File: config.mk
export PLATFORM = sky130hd
export DESIGN_NAME = sobel_queue
export DESIGN_NICKNAME = d
export VERILOG_FILES = /design/src/hdl/sobel_pkg.sv /design/src/hdl/sobel_queue.sv
export SDC_FILE = /design/constraint.sdc
export NUM_CORES = 1
export LEC_CHECK = 0
export BUFFER_PORTS_ARGS = -buffer_cell sky130_fd_sc_hd__buf_4
export CAP_MARGIN = 30
export CORE_AREA = 8 8 336 338
export DETAILED_ROUTE_END_ITERATION = 10
export DIE_AREA = 0 0 344 346
export GPL_ROUTABILITY_DRIVEN = 0
export GPL_TIMING_DRIVEN = 0
export PLACE_DENSITY = 0.46
export REMOVE_ABC_BUFFERS = 1
export SLEW_MARGIN = 5
export SYNTH_ARGS = -nofsm -noshare
export SYNTH_HDL_FRONTEND = slang
export SYNTH_SLANG_ARGS = --single-unit
File: constraint.sdc
create_clock -name clk -period 11.8 [get_ports clk]
set_input_delay 1.77 -clock clk [delete_from_list [all_inputs] [get_ports clk]]
set_output_delay 1.77 -clock clk [all_outputs]
set_load 0.005 [all_outputs]
File: src/hdl/sobel_pkg.sv
`default_nettype none
package sobel_pkg;
    localparam int MAX_WIDTH = 1024;
    localparam int COL_W = $clog2(MAX_WIDTH);
    localparam int MAX_HEIGHT = 4096;
    localparam int IN_ROW_MAX = 8191;
    localparam int QUEUE_DEPTH = 4;

    localparam logic CFG_FRAME_WIDTH = 1'b0;
    localparam logic CFG_FRAME_HEIGHT = 1'b1;

    typedef struct packed {
        logic       kind;
        logic [7:0] red_in;
        logic [7:0] green_in;
        logic [7:0] blue_in;
    } pixel_in_t;

    typedef struct packed {
        logic [7:0] red_out;
        logic [7:0] green_out;
        logic [7:0] blue_out;
        logic       last_of_frame;
    } pixel_out_t;

    // Job handed from front to back: masked 3x3 window and frame end flag.
    typedef struct packed {
        logic [8:0][23:0] taps;
        logic             last;
    } sobel_job_t;
endpackage
`default_nettype wire

File: src/hdl/sobel_queue.sv
`default_nettype none
module sobel_queue
    import sobel_pkg::*;
(
    input  wire logic       clk,
    input  wire logic       rst_n,
    input  wire logic       wr_valid,
    input  wire sobel_job_t wr_data,
    output logic            almost_full,
    output logic            rd_valid,
    output sobel_job_t      rd_data,
    input  wire logic       rd_take
);
    localparam int PW = $clog2(QUEUE_DEPTH);
    sobel_job_t    slot_reg [QUEUE_DEPTH];
    logic [PW-1:0] wp_reg;
    logic [PW-1:0] rp_reg;
    logic [PW:0]   cnt_reg;
    logic          do_rd;

    assign rd_valid = cnt_reg != '0;
    assign rd_data = slot_reg[rp_reg];
    assign do_rd = rd_take && rd_valid;
    // One in flight upstream (stage 1): keep two slots of slack.
    assign almost_full = cnt_reg >= (PW+1)'(QUEUE_DEPTH - 2);

    always_ff @(posedge clk)
    begin
        if (wr_valid)
            slot_reg[wp_reg] <= wr_data;
    end

    always_ff @(posedge clk or negedge rst_n)
    begin
        if (!rst_n)
        begin
            wp_reg  <= '0;
            rp_reg  <= '0;
            cnt_reg <= '0;
        end
        else
        begin
            if (wr_valid)
                wp_reg <= wp_reg + PW'(1);
            if (do_rd)
                rp_reg <= rp_reg + PW'(1);
            cnt_reg <= cnt_reg + (PW+1)'(wr_valid) - (PW+1)'(do_rd);
        end
    end
endmodule
`default_nettype wire

==> run metrics <==
Static Leak=13.65 nW; status=finished clean; crit-path leading delay family=buffers and inverters; vias post-DR=14,060; iteration-0 DRC count of the detailed router=606; Largest register FFs=868; post-cts hold buffer count=0; DP Wirelength=46.50 mm; Synth top cells by count=edfxtp_1, mux4_2, buf_12; minimum clock period=5006 ps; initial antenna violation count=12; CP peak stage delay=830 ps; Worst slew margin=0.5732; Worst IR Drop VDD=125.0 uV; clock buffer depth=3; Ports=440; Die Ht=346 um; Synth area leader=edfxtp_1; die width=344 um; count leader, synth=edfxtp_1; met2 WL=36.51 mm; pre-CTS WS=7404 ps; startpoint types=flip-flop; yosys warns=0; critical path fanouts, max=31; clk slew on worst S/H paths=60 ps; Num CTS Buffers=99; site row count=121; gr usage total=0.1197; Final period util=0.4242; pins over their slew limit=0; Yosys reg bits=875; post-cts sizing count=0; Yosys top cell area share=0.8157; highest routed layer=met5; antenna viol nets, final=0; Worst EP required=10,030 ps; Synth Flop Type=edfxtp_1; synthesis-to-layout area growth=27.07%; root buffer cell=clkbuf_16; Slowest-stage cell, CP=dfrtp_4; Port-buffer cells=439; residual DRC count=0; Hold WC Path Type=flip-flop to flip-flop; Seq/Total Area, Yosys=0.8212; final worst slack=6794 ps; total power=10.31 mW; critical path class=flip-flop to output port; Async SR Flop Fraction=0.008000; Sink Count=875; measured slew at the worst slew-check pin=640.1 ps; drt pass-1 iters=6; clock latency on the worst-skew pair=660 ps; TritonCTS clock tree=done; die area=0.1190 sq mm; Crit path top cell by count=buf_16; cell count after synthesis=1,171; # Post-CTS Setup Buffers=0; Setup Viol. Count Final=0; Yosys cell types=20; Critical Path AT=3240 ps; crit end category=output port; vias in the first global route=15,560; MaxCap Viol Count=0; DR WL/cell=22.59 um; Met3 Routed Length=6.312 mm; largest net degree at the start of global routing=51; vias per cell=4.397; Cell Area, Synth=0.03195 sq mm; starting density of the core=0.2964; M1 WL=27.73 mm; clock skew=21.45 ps; fmax=0.1998 GHz; remaining global-route overflow=0; worst path bufs/invs=4; nets=1,924; global-route wire length before repair=105.4 mm; CTS H-Tree Depth=3; CORE AREA=0.1078 sq mm; DRT Wirelength=72.25 mm; Syn Area/Cell=27.29 sq um; top cells by area, synth=edfxtp_1, mux4_2, buf_12; Pwr Density=253.8 mW/mm^2; RSZ-0062 raised after global routing=no; CP cell instances=buf_16 -> buf_16 -> buf_16 -> mux4_2 -> buf_4; Post-synth EDFFs=868; Final Hold Fails=0; layout cells sized above 1=0.4724
placed cells by master, fill, tap and decap left out, drive strengths merged:
cell,Yosys,layout
and2,4,4
buf,48,472
bufinv,0,12
clkbuf,1,116
clkinv,0,42
clkinvlp,0,7
dfrtp,7,7
diode,0,6
edfxtp,868,868
fa,1,1
ha,7,7
inv,8,15
mux4,217,217
nand2,1,1
nand3,1,1
o21ai,1,1
o311ai,1,1
o31a,1,1
o31ai,1,1
xnor2,1,1
xor2,3,3
path summary, 6_finish.rpt:
| path | start | to | slack (ps) | cells after the start |
|---|---|---|---|---|
| min | wp_reg[0]$_DFFE_PN0P_ | wp_reg[0]$_DFFE_PN0P_ | 540 | 1 |
| min reg2reg | wp_reg[0]$_DFFE_PN0P_ | wp_reg[0]$_DFFE_PN0P_ | 540 | 1 |
| max | rp_reg[0]$_DFFE_PN0P_ | rd_data[10] | 6790 | 5 |
| min in group asynchronous | rst_n | wp_reg[1]$_DFFE_PN0P_ | 910 | 1 |
| max reg2reg | wp_reg[0]$_DFFE_PN0P_ | slot_reg[0][61]$_DFFE_PP_ | 9610 | 5 |
| max in group asynchronous | rst_n | rp_reg[1]$_DFFE_PN0P_ | 10760 | 1 |
area by class of cell:
class,count,area (sq um)
fillers,9873,67190
flip-flops and latches,875,26250
multi-input cells,239,5104
repair buffers,472,4167
clock buffers,116,2541
well taps,1414,1769
clock inverters,68,732.0
inverters,8,30.03
diodes,6,15.01
cells by family after synthesis:
| logic type | count (synthesis) | synth area share |
|---|---|---|
| AND/OR/NAND/NOR | 6 | 0.001057 |
| buffers and inverters | 57 | 0.01942 |
| adder cells (fa/ha/maj) | 8 | 0.003367 |
| AO/OA/AOI/OAI | 4 | 0.0009398 |
| multiplexers | 217 | 0.1529 |
| flip-flops | 875 | 0.8212 |
| XOR/XNOR | 4 | 0.001097 |
metal layers:
layer,GRT usage,vias up
li1,-,6177
met1,0.1369,7405
met2,0.2042,355
met3,0.04911,114
met4,0.03701,12
met5,0,-
where the power goes:
| group | switching [mW] | total [mW] | leakage, nW | internal [mW] |
|---|---|---|---|---|
| Combinational | 1.44 | 3.04 | 4.01 | 1.60 |
| Clock | 1.23 | 3.05 | 1.58 | 1.81 |
| Sequential | 0.159 | 4.21 | 8.05 | 4.06 |
| Total | 2.83 | 10.3 | 13.6 | 7.47 |
stage by stage:
stage | hold WS (ps) | instance area, sq um | std cells | util | TNS [ps]
after floorplan | 493.6 | 31360 | 1122 | - | 0
after global placement | 510.2 | 36430 | 2975 | 0.3379 | -1668390
after detailed placement | 527.1 | 37320 | 3008 | 0.3462 | 0
after CTS | 539.1 | 40590 | 3192 | 0.3766 | 0
after global routing | 577.8 | 40590 | 3193 | 0.3766 | 0
final | 539.7 | 40610 | 3198 | 0.3767 | 0
(Power assumes the default switching activity.)
