<file path="src/hdl/sobel_pkg.sv">
`default_nettype none
package sobel_pkg;
    localparam int MAX_WIDTH = 1024;
    localparam int COL_W = $clog2(MAX_WIDTH);
    localparam int MAX_HEIGHT = 4096;
    localparam int IN_ROW_MAX = 8191;
    localparam int QUEUE_DEPTH = 4;

    localparam logic CFG_FRAME_WIDTH = 1'b0;
    localparam logic CFG_FRAME_HEIGHT = 1'b1;

    typedef struct packed {
        logic       kind;
        logic [7:0] red_in;
        logic [7:0] green_in;
        logic [7:0] blue_in;
    } pixel_in_t;

    typedef struct packed {
        logic [7:0] red_out;
        logic [7:0] green_out;
        logic [7:0] blue_out;
        logic       last_of_frame;
    } pixel_out_t;

    // Job handed from front to back: masked 3x3 window and frame end flag.
    typedef struct packed {
        logic [8:0][23:0] taps;
        logic             last;
    } sobel_job_t;
endpackage
`default_nettype wire

</file>
<file path="src/hdl/sobel_back.sv">
`default_nettype none
module sobel_back
    import sobel_pkg::*;
(
    input  wire logic       clk,
    input  wire logic       rst_n,
    input  wire logic       job_valid,
    input  wire sobel_job_t job,
    output logic            job_take,
    output logic            out_valid,
    output pixel_out_t      out_item,
    input  wire logic       out_stall
);
    typedef enum logic [1:0] {IDLE, GRAD, ROOT, SHOW} state_t;
    state_t state_reg;

    logic [8:0][23:0]  taps_reg;
    logic              last_reg;
    logic [2:0][15:0]  n_reg;
    logic [2:0][16:0]  rem_reg;
    logic [2:0][8:0]   res_reg;
    logic [3:0]        step_reg;
    logic [2:0][7:0]   mag_reg;

    logic [2:0][15:0]  n_calc;
    logic [2:0][16:0]  rem_next;
    logic [2:0][8:0]   res_next;
    logic [2:0][7:0]   mag_calc;

    always_comb
    begin
        for (int c = 0; c < 3; c++)
        begin
            logic signed [11:0] gx;
            logic signed [11:0] gy;
            logic [23:0] sq;
            logic [7:0] v [9];
            for (int i = 0; i < 9; i++)
                v[i] = taps_reg[i][c*8 +: 8];
            gx = $signed({4'd0, v[2]}) + $signed({3'd0, v[5], 1'b0}) + $signed({4'd0, v[8]})
               - $signed({4'd0, v[0]}) - $signed({3'd0, v[3], 1'b0}) - $signed({4'd0, v[6]});
            gy = $signed({4'd0, v[6]}) + $signed({3'd0, v[7], 1'b0}) + $signed({4'd0, v[8]})
               - $signed({4'd0, v[0]}) - $signed({3'd0, v[1], 1'b0}) - $signed({4'd0, v[2]});
            sq = 24'(gx * gx) + 24'(gy * gy);
            // anything past 16 bits saturates the result anyway
            n_calc[c] = (sq > 24'd65535) ? 16'hFFFF : sq[15:0];
        end
    end

    // Restoring square root, one result bit per cycle per channel.
    always_comb
    begin
        for (int c = 0; c < 3; c++)
        begin
            logic [18:0] trial;
            logic [18:0] r2;
            r2 = {rem_reg[c], n_reg[c][15:14]};
            trial = {8'd0, res_reg[c], 2'b01};
            if (r2 >= trial)
            begin
                rem_next[c] = 17'(r2 - trial);
                res_next[c] = {res_reg[c][7:0], 1'b1};
            end
            else
            begin
                rem_next[c] = 17'(r2);
                res_next[c] = {res_reg[c][7:0], 1'b0};
            end
            // round up when remainder exceeds s, saturate at 255
            if (res_reg[c] > 9'd255 || (res_reg[c] == 9'd255 && rem_reg[c] > 17'd255))
                mag_calc[c] = 8'd255;
            else if (rem_reg[c] > 17'(res_reg[c]))
                mag_calc[c] = 8'(res_reg[c] + 9'd1);
            else
                mag_calc[c] = res_reg[c][7:0];
        end
    end

    assign job_take = (state_reg == IDLE);
    assign out_valid = (state_reg == SHOW);
    assign out_item = '{red_out: mag_reg[2], green_out: mag_reg[1],
                        blue_out: mag_reg[0], last_of_frame: last_reg};

    always_ff @(posedge clk or negedge rst_n)
    begin
        if (!rst_n)
        begin
            state_reg <= IDLE;
        end
        else
        begin
            unique case (state_reg)
                IDLE:
                begin
                    if (job_valid)
                    begin
                        taps_reg <= job.taps;
                        last_reg <= job.last;
                        state_reg <= GRAD;
                    end
                end
                GRAD:
                begin
                    n_reg <= n_calc;
                    rem_reg <= '0;
                    res_reg <= '0;
                    step_reg <= '0;
                    state_reg <= ROOT;
                end
                ROOT:
                begin
                    if (step_reg == 4'd8)
                    begin
                        mag_reg <= mag_calc;
                        state_reg <= SHOW;
                    end
                    else
                    begin
                        rem_reg <= rem_next;
                        res_reg <= res_next;
                        for (int c = 0; c < 3; c++)
                            n_reg[c] <= {n_reg[c][13:0], 2'b00};
                        step_reg <= step_reg + 4'd1;
                    end
                end
                SHOW:
                begin
                    if (!out_stall)
                        state_reg <= IDLE;
                end
                default: state_reg <= IDLE;
            endcase
        end
    end
endmodule
`default_nettype wire

</file>
<file path="config.mk">
export PLATFORM = sky130hd
export DESIGN_NAME = sobel_back
export DESIGN_NICKNAME = d
export VERILOG_FILES = /design/src/hdl/sobel_pkg.sv /design/src/hdl/sobel_back.sv
export SDC_FILE = /design/constraint.sdc
export NUM_CORES = 2
export LEC_CHECK = 0
export CAP_MARGIN = 30
export CORE_MARGIN = 2
export CORE_UTILIZATION = 56
export DETAILED_ROUTE_END_ITERATION = 16
export DONT_BUFFER_PORTS = 1
export PLACE_DENSITY = 0.78
export SLEW_MARGIN = 5
export SYNTH_ARGS = -nofsm -noshare
export SYNTH_HDL_FRONTEND = slang
export SYNTH_SLANG_ARGS = --single-unit
</file>
<file path="constraint.sdc">
create_clock -name clk -period 10.2 [get_ports clk]
set_clock_uncertainty 0.15 [all_clocks]
set_input_delay 1.02 -clock clk [delete_from_list [all_inputs] [get_ports clk]]
set_output_delay 1.02 -clock clk [all_outputs]
set_load 0.005 [all_outputs]
</file>
==> results.cfg <==
[floorplanning]
rows = 110
fp.dieH_um = 306
io_pins = 248
die_x_um = 306
start_util = 0.565
coreArea_um2 = 90100
dieArea_um2 = 93400

[clock_tree]
cts_max_level = 2
cts_tree = built
clockBufferDepth = 3
numCtsBuffers = 42
clock-sinks = 349
clk_pin_slew_ns = 0.07
cts_root_buf = clkbuf_16
clkLatencyLatePin_ns = 0.63

[worst_setup_path]
reg2reg_to = n_reg[21]
cp-start-kind = flop
worstSetupEndpoint = n_reg[21]
cp_slowest_cell = fa_1
crit_arrival_ns = 10.50
critPathBufInv = 10
reg2reg_depth = 39
cpPeakStageDelay_ns = 0.58
required_ns = 10.37
rrSetupSlack_ns = -0.13
critical_path_class = flop to flop
startpoint = taps_reg[57]
crit_path_end_kind = flop
crit_family = adder cells
cp.depth = 39
crit_fanout = 8
critical-path-top-cell-by-count = fa_1
r2r_start = taps_reg[57]

[place]
gp_congestion = 0.898
dp.final_hpwl_um = 90500
place_inst = 6367
portBuffers = 0

[grt]
grt_use_total = 0.249
grt_first_pass_wirelength_um = 187000
grt_max_degree = 82
overflow = 0
grt_pass1_vias = 38800
antenna_found_initial = 3

[logic_synthesis]
synthDistinctLibCells = 78
synth-main-ff-cell = edfxtp_1
syn_avg_cell_area_um2 = 10.3
ys_ff_latch = 349
synth_edf_count = 347
async_flop_share = 0.00573
synth_nets = 6555
yosys_warnings = 0
syn_inst = 4930
seq_area_frac_synth = 0.206
syn-cell-area_um2 = 50900

[finish]
largest_reg_flops = 192
area_delta_synth_final_pct = 14.1
seqCellArea_um2 = 10500
fin_cells = 6522
final_util = 0.645
layout_commonest_cell = inv_1
final_nets = 6940
layout_common_cells = inv_1, fa_1, buf_4, ha_1, edfxtp_1
multi_input_area_um2 = 35900
fillCellCount = 6669
drive_gt1_frac = 0.152

[outcome]
violations = negative setup slack
outcome = finished with violations

[route]
wire_per_inst_um = 17.2
viasPerCell = 5.31
drc = 0
vias = 34700
first_iter_violations = 2088
ant_nets = 0
dr.pass1.iters = 7
finalWirelength_um = 112000

[timing]
timing.final.crit_share = 1.01
slew_violations = 0
tightest_slew_ns = 0.988
slew-limit-headroom = 0.338
setup_slack_ns = -0.128
finalSetupViolations = 24
rsz0062_at_grt = true
hold_viol_final = 0
fin_crit_ns = 10.33
fmax_mhz = 96.8

[run]
drv_cap = 0

[min_path]
min_path_type = primary input to flop
==> how the worst min path moves through the flow <==
stage / endpoint / depth (start not counted) / slack [ns] / start
floorplan: n_reg[28] / 1 / 0.39 / n_reg[26]
global placement: n_reg[20] / 1 / 0.40 / n_reg[18]
detailed placement: n_reg[30] / 1 / 0.41 / n_reg[28]
CTS: taps_reg[27] / 0 / 0.29 / job[28]
global route: taps_reg[3] / 0 / 0.32 / job[4]
finish: taps_reg[27] / 0 / 0.33 / job[28]
==> what timing repair did <==
action / CTS / global route
endpoints found under the hold margin: 2 / 0
resized for setup: 190 / 146
endpoints found under the setup margin: 48 / 48
setup buffers: 44 / 32
hold buffers: 1 / 0
pin swaps: 128 / 132
cloned: 3 / 0
==> per-stage QoR <==
stage	setup slack [ns]	setup TNS [ns]	hold WS, ns	instance area, um2
floorplan	0.00562	0	0.391	51000
global placement	-0.227	-7.70	0.401	54800
detailed placement	-0.364	-13.11	0.409	54800
CTS	-0.151	-1.66	0.291	57300
global route	-0.495	-15.70	0.316	58100
finish	-0.128	-1.84	0.335	58100
==> synthesized netlist by cell type (all sizes together) (10+ instances only) <==
library cell | n | area, um2
a2bb2oi | 24 | 260
nand2 | 311 | 1170
and2 | 106 | 663
o21bai | 19 | 143
buf | 11 | 62.6
clkbuf | 69 | 259
a31oi | 35 | 219
nand4 | 16 | 100
xor2 | 55 | 482
a211oi | 19 | 143
nor3 | 49 | 245
edfxtp | 347 | 10400
mux2i | 41 | 410
nor2 | 326 | 1220
or3 | 10 | 62.6
and3 | 18 | 113
nor2b | 28 | 175
o21ai | 64 | 324
o21a | 27 | 203
nand3 | 31 | 155
o2111ai | 19 | 166
ha | 387 | 4840
a21o | 47 | 353
nand2b | 28 | 175
inv | 1471 | 5520
fa | 1017 | 20400
xnor2 | 141 | 1230
a21oi | 114 | 586
==> routing by layer <==
metal,global-route usage,vias up,share of wire
met3,0.0383,282,0.061
met5,0,-,0
li1,-,15700,-
met4,0.0947,0,0.041
met2,0.440,1128,0.52
met1,0.309,17500,0.38
==> cell type report <==
cell class                 count  share of cell area
timing repair buffer         421              0.0579
tap                         1176              0.0253
multi-input combinational   3024               0.618
inverter                    1477              0.0956
clock buffer                  43              0.0181
antenna                        1           0.0000430
clock inverter                31             0.00493
sequential                   349               0.180
==> cells by family (layout without fill, tap and decap cells) <==
kind of cell | Yosys count | in the layout | synth area share
buffers and inverters | 1557 | 1972 | 0.115
adder cells (fa/ha/maj) | 1404 | 1404 | 0.495
AND/OR/NAND/NOR | 948 | 948 | 0.0841
AO/OA/AOI/OAI | 435 | 435 | 0.0588
flip-flops | 349 | 349 | 0.206
XOR/XNOR | 196 | 196 | 0.0337
multiplexers | 41 | 41 | 0.00806
other | 0 | 1 | 0
Power is left out: the tool's default activity adds up to more than one toggle a clock period on the data nets, which glitch-free logic cannot reach.
